==> src/hw/rtl/b64se_pkg.sv <==
`timescale 1ns / 1ps

package b64se_pkg;

  // Job queue between the byte front end and the character back end
  localparam int unsigned QueueDepth = 2;

  // Position of the next byte within its three-byte group
  typedef enum logic [2:0] {
    PH0 = 3'b001,
    PH1 = 3'b010,
    PH2 = 3'b100
  } phase_e;

  // One queued job: one or two six-bit symbols from a single input byte
  typedef struct packed {
    logic [5:0] sext0;
    logic [5:0] sext1;
    logic       two;   // sext1 is valid
    logic       fin;   // sext1 ends the message
  } job_t;

  // Queue occupancy seen by the top level
  typedef struct packed {
    logic full;
    logic empty;
  } q_stat_t;

  // Standard Base64 alphabet: A-Z, a-z, 0-9, '+', '/'
  function automatic logic [6:0] b64_char(input logic [5:0] sext);
    logic [6:0] v;
    logic [6:0] ch;
    v = {1'b0, sext};
    if (sext < 6'd26) begin
      ch = 7'd65 + v;
    end else if (sext < 6'd52) begin
      ch = 7'd71 + v;        // 'a' - 26
    end else if (sext < 6'd62) begin
      ch = v - 7'd4;         // '0' - 52
    end else if (sext == 6'd62) begin
      ch = 7'd43;            // '+'
    end else begin
      ch = 7'd47;            // '/'
    end
    return ch;
  endfunction

endpackage

==> src/hw/rtl/b64se_front.sv <==
`timescale 1ns / 1ps

module b64se_front (
  input  logic             clk_i,
  input  logic             rst_ni,
  input  logic             in_valid_i,
  input  logic [7:0]       data_byte_i,
  input  logic             final_byte_i,
  input  logic             q_full_i,
  output logic             in_stall_o,
  output logic             push_o,
  output b64se_pkg::job_t  job_o
);
  import b64se_pkg::*;

  phase_e     phase_q, phase_d;
  logic [3:0] carry_q, carry_d;
  job_t       job;

  // Accept a word whenever the queue has room
  assign in_stall_o = q_full_i;
  assign push_o     = in_valid_i & ~q_full_i;

  // Split the byte into symbols according to the group phase
  always_comb begin
    phase_d  = phase_q;
    carry_d  = carry_q;
    job.sext0 = '0;
    job.sext1 = '0;
    job.two   = 1'b0;
    job.fin   = final_byte_i;
    unique case (phase_q)
      PH1: begin
        job.sext0 = {carry_q[1:0], data_byte_i[7:4]};
        if (final_byte_i) begin
          job.sext1 = {data_byte_i[3:0], 2'b00};
          job.two   = 1'b1;
          phase_d   = PH0;
          carry_d   = '0;
        end else begin
          phase_d = PH2;
          carry_d = data_byte_i[3:0];
        end
      end
      PH2: begin
        job.sext0 = {carry_q, data_byte_i[7:6]};
        job.sext1 = data_byte_i[5:0];
        job.two   = 1'b1;
        phase_d   = PH0;
        carry_d   = '0;
      end
      default: begin
        job.sext0 = data_byte_i[7:2];
        if (final_byte_i) begin
          job.sext1 = {data_byte_i[1:0], 4'b0000};
          job.two   = 1'b1;
          phase_d   = PH0;
          carry_d   = '0;
        end else begin
          phase_d = PH1;
          carry_d = {2'b00, data_byte_i[1:0]};
        end
      end
    endcase
  end

  assign job_o = job;

  // Group state advances only on an accepted word
  always_ff @(posedge clk_i or negedge rst_ni) begin
    if (!rst_ni) begin
      phase_q <= PH0;
      carry_q <= '0;
    end else if (push_o) begin
      phase_q <= phase_d;
      carry_q <= carry_d;
    end
  end

endmodule

==> src/hw/rtl/b64se_queue.sv <==
`timescale 1ns / 1ps

module b64se_queue #(
  parameter int unsigned Depth = b64se_pkg::QueueDepth
) (
  input  logic                clk_i,
  input  logic                rst_ni,
  input  logic                push_i,
  input  b64se_pkg::job_t     job_i,
  input  logic                pop_i,
  output b64se_pkg::job_t     job_o,
  output b64se_pkg::q_stat_t  stat_o
);
  import b64se_pkg::*;

  localparam int unsigned PtrW = (Depth > 1) ? $clog2(Depth) : 1;
  localparam int unsigned CntW = $clog2(Depth + 1);
  localparam logic [PtrW-1:0] LastPtr = PtrW'(Depth - 1);
  localparam logic [CntW-1:0] FullCnt = CntW'(Depth);

  job_t            slots_q [Depth];
  logic [PtrW-1:0] wr_ptr_q, rd_ptr_q;
  logic [CntW-1:0] count_q;

  assign stat_o.full  = (count_q == FullCnt);
  assign stat_o.empty = (count_q == '0);
  assign job_o        = slots_q[rd_ptr_q];

  // Payload slots
  always_ff @(posedge clk_i) begin
    if (push_i) begin
      slots_q[wr_ptr_q] <= job_i;
    end
  end

  // Pointers and fill count
  always_ff @(posedge clk_i or negedge rst_ni) begin
    if (!rst_ni) begin
      wr_ptr_q <= '0;
      rd_ptr_q <= '0;
      count_q  <= '0;
    end else begin
      if (push_i) begin
        wr_ptr_q <= (wr_ptr_q == LastPtr) ? '0 : wr_ptr_q + 1'b1;
      end
      if (pop_i) begin
        rd_ptr_q <= (rd_ptr_q == LastPtr) ? '0 : rd_ptr_q + 1'b1;
      end
      if (push_i && !pop_i) begin
        count_q <= count_q + 1'b1;
      end else if (pop_i && !push_i) begin
        count_q <= count_q - 1'b1;
      end
    end
  end

endmodule

==> src/hw/rtl/b64se_back.sv <==
`timescale 1ns / 1ps

module b64se_back (
  input  logic                clk_i,
  input  logic                rst_ni,
  input  b64se_pkg::job_t     job_i,
  input  b64se_pkg::q_stat_t  q_stat_i,
  output logic                pop_o,
  output logic                out_valid_o,
  input  logic                out_stall_i,
  output logic [6:0]          symbol_char_o,
  output logic                final_symbol_o
);
  import b64se_pkg::*;

  logic       valid_q;
  logic       sel_q, sel_d;   // 1: second symbol of the head job is next
  logic [6:0] char_q;
  logic       fin_q;
  logic       load;
  logic [5:0] sext;
  logic       fin;

  // Output register refills when empty or when its word is taken
  assign load = ~valid_q | ~out_stall_i;

  // Pick the next symbol of the head job
  always_comb begin
    sel_d = sel_q;
    pop_o = 1'b0;
    if (sel_q) begin
      sext = job_i.sext1;
      fin  = job_i.fin;
    end else begin
      sext = job_i.sext0;
      fin  = 1'b0;
    end
    if (load && !q_stat_i.empty) begin
      if (sel_q || !job_i.two) begin
        pop_o = 1'b1;
        sel_d = 1'b0;
      end else begin
        sel_d = 1'b1;
      end
    end
  end

  // Control state
  always_ff @(posedge clk_i or negedge rst_ni) begin
    if (!rst_ni) begin
      valid_q <= 1'b0;
      sel_q   <= 1'b0;
    end else if (load) begin
      valid_q <= ~q_stat_i.empty;
      sel_q   <= sel_d;
    end
  end

  // Output payload
  always_ff @(posedge clk_i) begin
    if (load && !q_stat_i.empty) begin
      char_q <= b64_char(sext);
      fin_q  <= fin;
    end
  end

  assign out_valid_o    = valid_q;
  assign symbol_char_o  = char_q;
  assign final_symbol_o = fin_q;

endmodule

==> src/hw/rtl/base64_stream_encoder_unit.sv <==
`timescale 1ns / 1ps

// Channel  Dir  Handshake                 Word
// in       in   in_valid_i / in_stall_o   data_byte_i[7:0], final_byte_i
// out      out  out_valid_o / out_stall_i symbol_char_o[6:0], final_symbol_o
//
// The front end takes one byte per cycle while the job queue has room.
// The back end sends one character per cycle, while out_stall_i is low, from a single
// output register, so a byte that yields two characters (third byte of a group, or the
// final byte) holds the register for both characters in turn.
// A byte's first character passes through the job queue, then the output register.
// Reset clears group phase, queue pointers and the output valid; no clearing pass.
// A stalled output holds its word; stalls reach the input once the queue fills.

module base64_stream_encoder_unit #(
  parameter int unsigned QDepth = b64se_pkg::QueueDepth
) (
  input  logic       clk_i,
  input  logic       rst_ni,
  input  logic       in_valid_i,
  output logic       in_stall_o,
  input  logic [7:0] data_byte_i,
  input  logic       final_byte_i,
  output logic       out_valid_o,
  input  logic       out_stall_i,
  output logic [6:0] symbol_char_o,
  output logic       final_symbol_o
);
  import b64se_pkg::*;

  logic    push;
  logic    pop;
  job_t    job_in;
  job_t    job_head;
  q_stat_t q_stat;

  // Byte front end
  b64se_front u_front (
    .clk_i        (clk_i),
    .rst_ni       (rst_ni),
    .in_valid_i   (in_valid_i),
    .data_byte_i  (data_byte_i),
    .final_byte_i (final_byte_i),
    .q_full_i     (q_stat.full),
    .in_stall_o   (in_stall_o),
    .push_o       (push),
    .job_o        (job_in)
  );

  // Job queue
  b64se_queue #(
    .Depth (QDepth)
  ) u_queue (
    .clk_i  (clk_i),
    .rst_ni (rst_ni),
    .push_i (push),
    .job_i  (job_in),
    .pop_i  (pop),
    .job_o  (job_head),
    .stat_o (q_stat)
  );

  // Character back end
  b64se_back u_back (
    .clk_i          (clk_i),
    .rst_ni         (rst_ni),
    .job_i          (job_head),
    .q_stat_i       (q_stat),
    .pop_o          (pop),
    .out_valid_o    (out_valid_o),
    .out_stall_i    (out_stall_i),
    .symbol_char_o  (symbol_char_o),
    .final_symbol_o (final_symbol_o)
  );

`ifndef ASSERT_OFF
  // Queue only fills after a push
  a_full_after_push: assert property (@(posedge clk_i) disable iff (!rst_ni)
    (q_stat.full && !$past(q_stat.full)) |-> $past(push))
    else $error("queue filled without a push");

  // Nothing appears at the output when the queue and register are empty
  a_no_phantom_word: assert property (@(posedge clk_i) disable iff (!rst_ni)
    (q_stat.empty && !out_valid_o) |=> !out_valid_o)
    else $error("output word without a queued job");

  // No pop from an empty queue
  a_pop_nonempty: assert property (@(posedge clk_i) disable iff (!rst_ni)
    pop |-> !q_stat.empty)
    else $error("pop from empty queue");
`endif

endmodule

==> config.mk <==
export PLATFORM = sky130hd
export DESIGN_NAME = base64_stream_encoder_unit
export DESIGN_NICKNAME = d
export VERILOG_FILES = /design/src/hw/rtl/b64se_pkg.sv /design/src/hw/rtl/b64se_front.sv /design/src/hw/rtl/b64se_queue.sv /design/src/hw/rtl/b64se_back.sv /design/src/hw/rtl/base64_stream_encoder_unit.sv
export SDC_FILE = /design/constraint.sdc
export NUM_CORES = 1
export LEC_CHECK = 0
export BUFFER_PORTS_ARGS = -buffer_cell sky130_fd_sc_hd__buf_4
export CAP_MARGIN = 20
export CORE_ASPECT_RATIO = 0.6
export CORE_UTILIZATION = 25
export CTS_BUF_LIST = sky130_fd_sc_hd__clkbuf_8
export DETAILED_ROUTE_END_ITERATION = 10
export GPL_ROUTABILITY_DRIVEN = 1
export GPL_TIMING_DRIVEN = 0
export SETUP_SLACK_MARGIN = 0.15
export SYNTH_ARGS = -nofsm -noshare
export SYNTH_HDL_FRONTEND = slang
export SYNTH_SLANG_ARGS = --single-unit
==> constraint.sdc <==
create_clock -name clk_i -period 3.2 [get_ports clk_i]
set_input_delay 0.16 -clock clk_i [delete_from_list [all_inputs] [get_ports clk_i]]
set_output_delay 0.16 -clock clk_i [all_outputs]
set_load 0.02 [all_outputs]
---- Yosys cells after proc, flatten, opt, wreduce, memory -nomap -nowiden ----
Memory sizes are Yosys's and may differ from the RTL's.
Index checks and enable logic that the tools add are counted.
cells by class
  add/subtract/negate cells ............... 7
  reductions and logical operators ........ 11
  bitwise operators ....................... 6
  mux-type cells .......................... 23
  order comparisons ....................... 3
  eq/ne operators ......................... 4
operators by type and width
  kind                                                                   number
  7-bit 2-to-1 mux                                                       5
  13-bit one-hot mux with 2 select lines                                 1
  7-bit by 6-bit adder with 7-bit output, first input constant           2
  6-bit < comparator, second input constant                              2
  2-bit 2-to-1 mux                                                       4
  4-bit one-hot mux with 2 select lines                                  1
  1-bit 2-to-1 mux                                                       7
  6-bit by 3-bit subtractor with 7-bit output, second input constant     1
  6-bit equality test, second input constant                             1
  6-bit by 5-bit < comparator with 1-bit output, second input constant   1
  3-bit 2-to-1 mux                                                       2
  6-bit 2-to-1 mux                                                       1
  3-bit one-hot mux with 2 select lines                                  1
  1-bit logical NOT                                                      4
  4-bit 2-to-1 mux                                                       1
  1-bit inverter                                                         4
  3-bit by 2-bit equality test with 1-bit output, second input constant  1
  3-bit equality test, second input constant                             1
  1-bit logical AND                                                      3
  1-bit adder, second input constant                                     2
  2-bit by 1-bit adder with 2-bit output, second input constant          1
  2-bit equality test, second input constant                             1
  2-bit logical NOT                                                      1
  2-bit AND reduction                                                    1
  other kinds (5)                                                        5
storage, ports and cells
  flip-flop bits (word level) ............. 21
  memory bits (writable) .................. 28
  bits of input ports ..................... 13
  logic and storage cells ................. 64
  memories ................................ 1
  output and inout bits ................... 10
memory list
  name             depth  width  rd ports  clocked after memory_dff  wr ports  line               source
  u_queue.slots_q  2      14     1         0                         1         b64se_queue.sv:21  job_t slots_q [Depth];

---- Logic depth before layout (Yosys ltp) ----
An unclocked memory read counts as a cell.
  depth after elaboration ................. 8
  depth in mapped cells ................... 9
  gate-level depth less buffers ........... 8

---- Modules after synthesis ----
Synthesis repeated with hierarchy kept, for this count alone.
second synthesis, totals
  cell total of the unflattened synthesis .. 238
  area total of the unflattened synthesis .. 2768.9 sq um
modules (own cells, without submodules)
  module       sequential area each (sq um)  cells an instance  instances  area each (sq um)
  b64se_queue  940.9                         60                 1          1249.9
  b64se_back   290.3                         84                 1          790.8
  b64se_front  176.4                         94                 1          728.2

---- Least setup slack after synthesis ----
OpenSTA, ideal clock, no wires.
  path type ............................... register to register
  start point ............................. register u_queue.rd_ptr_q
  end point ............................... register u_back.char_q[3] (netlist: u_back.symbol_char_o[3]), data pin
  path buffers ............................ 2
  data required time ...................... 2.931 ns
  arrival time ............................ 2.163 ns
  period minus slack after synthesis ...... 2.432 ns
  stages on the path, launching flop included .. 10
  slack ................................... 0.768 ns
  library setup time ...................... 0.269 ns
  cell sequence ........................... dfrtp_1 > buf_6 > mux4_1 > inv_1 > ha_1 > a21oi_4 > o21a_2 > buf_6 > o311ai_0 > o21ai_1
on the way
  longest elaborated chain between the ends .. 6
  elaborated cells on any way between the ends .. 11
  classes of those cells .................. add/sub (3); order compare (3); mux (4); memory (1)
RTL lines
  item                                                                                      line                              source
  start, declared                                                                           b64se_queue.sv:22                 logic [PtrW-1:0] wr_ptr_q, rd_ptr_q;
  start signal, assigned                                                                    b64se_queue.sv:47                 rd_ptr_q <= (rd_ptr_q == LastPtr) ? '0 : rd_ptr_q + 1'b1;
  memory read 2 x 14 bit *                                                                  --
  6-bit 2-to-1 mux *                                                                        b64se_back.sv:31                  if (sel_q) begin
  6-bit by 3-bit subtractor with 7-bit output / 6-bit < comparator (equally long branches)  b64se_pkg.sv:39, b64se_pkg.sv:38
  7-bit 2-to-1 mux                                                                          b64se_pkg.sv:38                   end else if (sext < 6'd62) begin
  7-bit 2-to-1 mux                                                                          b64se_pkg.sv:36                   end else if (sext < 6'd52) begin
  7-bit 2-to-1 mux *                                                                        b64se_pkg.sv:34                   if (sext < 6'd26) begin
  end signal, assigned                                                                      b64se_back.sv:62                  char_q <= b64_char(sext);
  end, declared                                                                             b64se_back.sv:18                  logic [6:0] char_q;
Every way passes the cells marked *; elsewhere a longest branch is shown, timed or not.
A chain may end at the register's enable or synchronous reset.

---- Worst setup path in the final report ----
Ends and elaborated chain as after synthesis.

==> metrics.md <==
| Metric | Value |
|---|---|
| CTS tree | built |
| Nature of the critical path endpoint | flip-flop |
| Static leakage | 1.14 nW |
| Clock skew | 0.00767 ns |
| RSZ-0062 raised after global routing | no |
| Port-buffer cells | 22 |
| Fin util | 30.6% |
| Tmin final | ~2.7 ns |
| Via count | 1531 |
| Placed cells | 339 |
| Asr flop ratio synth | a little over a quarter |
| CP Max Fanout | 9 |
| Top post-synthesis cells by area | edfxtp_1, dfrtp_1, mux4_1 |
| Synth Instances | 185 |
| DR iter-0 viols | ~150 |
| Post-CTS Setup Repair Bufs | 0 |
| Clock H-tree levels | 2 |
| Status | finished clean |
| 1st-pass router iterations | 4 |
| DP Area | between 0.002 and 0.003 mm^2 |
| Met1 wire length | approximately 2500 um |
| Final WS setup | between 0.4 and 0.5 ns |
| Dpl ws | roughly 0.5 ns |
| Tightest Pin Transition | a little under 0.9 ns |
| Post-route DRC | 0 |
| EDFF count, synth | 36 |
| Clk Latency, worst-skew pair | ~0.31 ns |
| Chip width | about 130 um |
| DR WL/cell | ~13 um |
| Area growth, synth to finish | 18.6% |
| Worst-path clk slew | 0.08 ns |
| Global-route wire length before repair | 7910 um |
| Synth Register Bits | between 40 and 50 |
| Final Slew Violations | 0 |
| Setup TNS | 0 ns |
| Vias in the first global route | around 1500 |
| Number of buffers created by CTS | 5 |
| Max-slew headroom | between 40% and 50% |
| Sequential cell area fraction in the yosys report | about three fifths |
| Gp weighted congestion | 0.883 |
| DR WL met3 | about 260 um |
| CTS Sinks | a little under 50 |
| Final setup vio count | 0 |
| Max layer used | met4 |
| Routed WL | 4700 um |
| Post-synth top area share | a little under half |
| Worst EP required | 3.25 ns |
| Average vias per placed instance | roughly 4.4 |
| CP Data Arrival Time | ~2.8 ns |
| GRT Total Usage | between 10% and 20% |
| Die Y | a little under 80 um |
| PD cells | between 1000 and 1500 mW/mm^2 |
| Dominant synthesized flop cell | edfxtp_1 |
| Met2 WL | about 1900 um |
| DP HPWL | ~3500 um |
| DRT antenna net count | 0 |
| FP Rows | 27 |
| Synth cell types | 47 |
| Endpoints failing hold | 0 |
| Peak supply drop | approximately 0.28 mV |
| Post-Syn Area | 0.00237 mm^2 |
| Final Cycle Share | roughly 86% |
| Core area | between 0.009 and 0.01 mm^2 |
| Synth warnings | 0 |
| Syn_nets | between 200 and 250 |
| Ratio of cells with drive above 1 in the final layout | between 10% and 20% |
| Initial Util | 25.8% |
| Largest net degree at the start of global routing | 14 |
| Die area | 0.00990 mm^2 |
| Leading area contributor after synthesis | edfxtp_1 |
| Initial antenna violation count | 0 |
| Max frequency | between 300 and 400 MHz |
| # IOs | 23 |
| Max-cap viol count | 0 |
| Cts repair resizes | 0 |
| Ant diodes | 0 |
| HP Class | primary input to flip-flop |
| Clock root buffer | clkbuf_8 |
| Total global routing overflow | 0 |
| Post-Layout Cell Count | about 350 |
| Final Instance Area | 0.00281 mm^2 |
| Critical path type | flip-flop to flip-flop |
| Final nets | 236 |
| Clock buffer depth | 2 |
| Syn Area/Cell | roughly 13 um^2 |
| Startpoint type of the worst setup path | flip-flop |
synth_stat cells (2+ instances only):
master and count:
dfrtp_1 12, nor2_1 13, xor2_1 2, a211oi_1 2, xnor2_1 5, a22o_1 4
a22oi_1 7, buf_6 2, edfxtp_1 36, o21ai_0 2, clkbuf_1 2, inv_1 9
and2_1 2, a21oi_1 5, nand2b_1 2, mux2i_1 5, mux4_1 5, nor2b_1 2
a32o_1 2, ha_1 6, nand3_1 5, nand2_1 30
timing repair:
action | CTS | global route
hold endpoints to repair | 13 | 0
hold buffers | 1 | 0
setup endpoints to repair | 0 | 0
state kept, by name, indices dropped and copies added (netlist names):
name,flops
u_back.final_symbol_o,1
u_back.out_valid_o,1
u_back.sel_q,1
u_back.symbol_char_o,7
u_front.carry_q,4
u_front.phase_q,3
u_queue.count_q,2
u_queue.rd_ptr_q,1
u_queue.slots_q,28
u_queue.wr_ptr_q,1
final timing paths:
kind,slack (ns),to,cells past startpoint,start
worst max-delay path,0.46,u_back.symbol_char_o[3],9,u_queue.rd_ptr_q
worst min-delay path,0.05,u_back.out_valid_o,3,out_stall_i
worst max register to register,0.46,u_back.symbol_char_o[3],9,u_queue.rd_ptr_q
worst min register to register,0.48,u_front.carry_q[2],2,u_front.carry_q[2]
max in group asynchronous,2.73,u_front.phase_q[0],2,rst_ni
min in group asynchronous,0.23,u_front.phase_q[2],2,rst_ni
kinds of logic after synthesis:
family          share of synthesized area, %
flops                                   59.3
buf+inv                                 3.22
compound gates                          10.8
simple gates                            11.8
xor+xnor                                2.58
mux                                     9.07
fa+ha+maj                               3.16
area by class of cell:
type / count / area, um^2
plain buffers: 5 / 35.0
clock buffers: 5 / 68.8
inverters: 11 / 41.3
repair buffers: 25 / 198
multi-input cells: 120 / 888
fillers: 960 / 6380
well taps: 130 / 163
clock inverters: 3 / 11.3
flip-flops and latches: 49 / 1410
metal layers:
layer	GRT usage, %	up-vias
met2	14.8	36
met1	15.1	741
met4	3.88	0
met5	0	-
met3	3.52	7
li1	-	747
report_power, final:
| group | internal (mW) | switching, mW |
|---|---|---|
| sequential | 1.03 | 0.0851 |
| combinational | 0.687 | 0.939 |
| clock | 0.146 | 0.199 |
| total | 1.87 | 1.22 |
critical path, stage by stage, from the launching register on:
cell	delay, ns
dfrtp_1	0.35
buf_6	0.17
mux4_1	0.71
inv_1	0.16
ha_1	0.23
a21oi_4	0.08
o21a_2	0.20
buf_6	0.14
o311ai_0	0.33
o21ai_1	0.11
placed cells by master, fill, tap and decap left out, types with 4 or more instances in the layout:
master    instances
a22o_1            4
inv_1            12
a21oi_1           5
mux4_1            5
nand3_1           5
dfrtp_1          12
buf_6             4
xnor2_1           5
mux2i_1           5
a22oi_1           7
ha_1              6
edfxtp_1         36
clkbuf_8          5
nand2_1          30
nor2_1           13
buf_4            22
metrics by stage:
stage | power, mW | hold WS (ns)
global route | 3.34 | 0.0591
global placement | 2.70 | 0.0175
detailed placement | 2.75 | 0.0231
finish | 3.09 | 0.0523
CTS | 3.10 | 0.0381
floorplan | 2.33 | -0.136
Power figures use the tool's default switching activity.
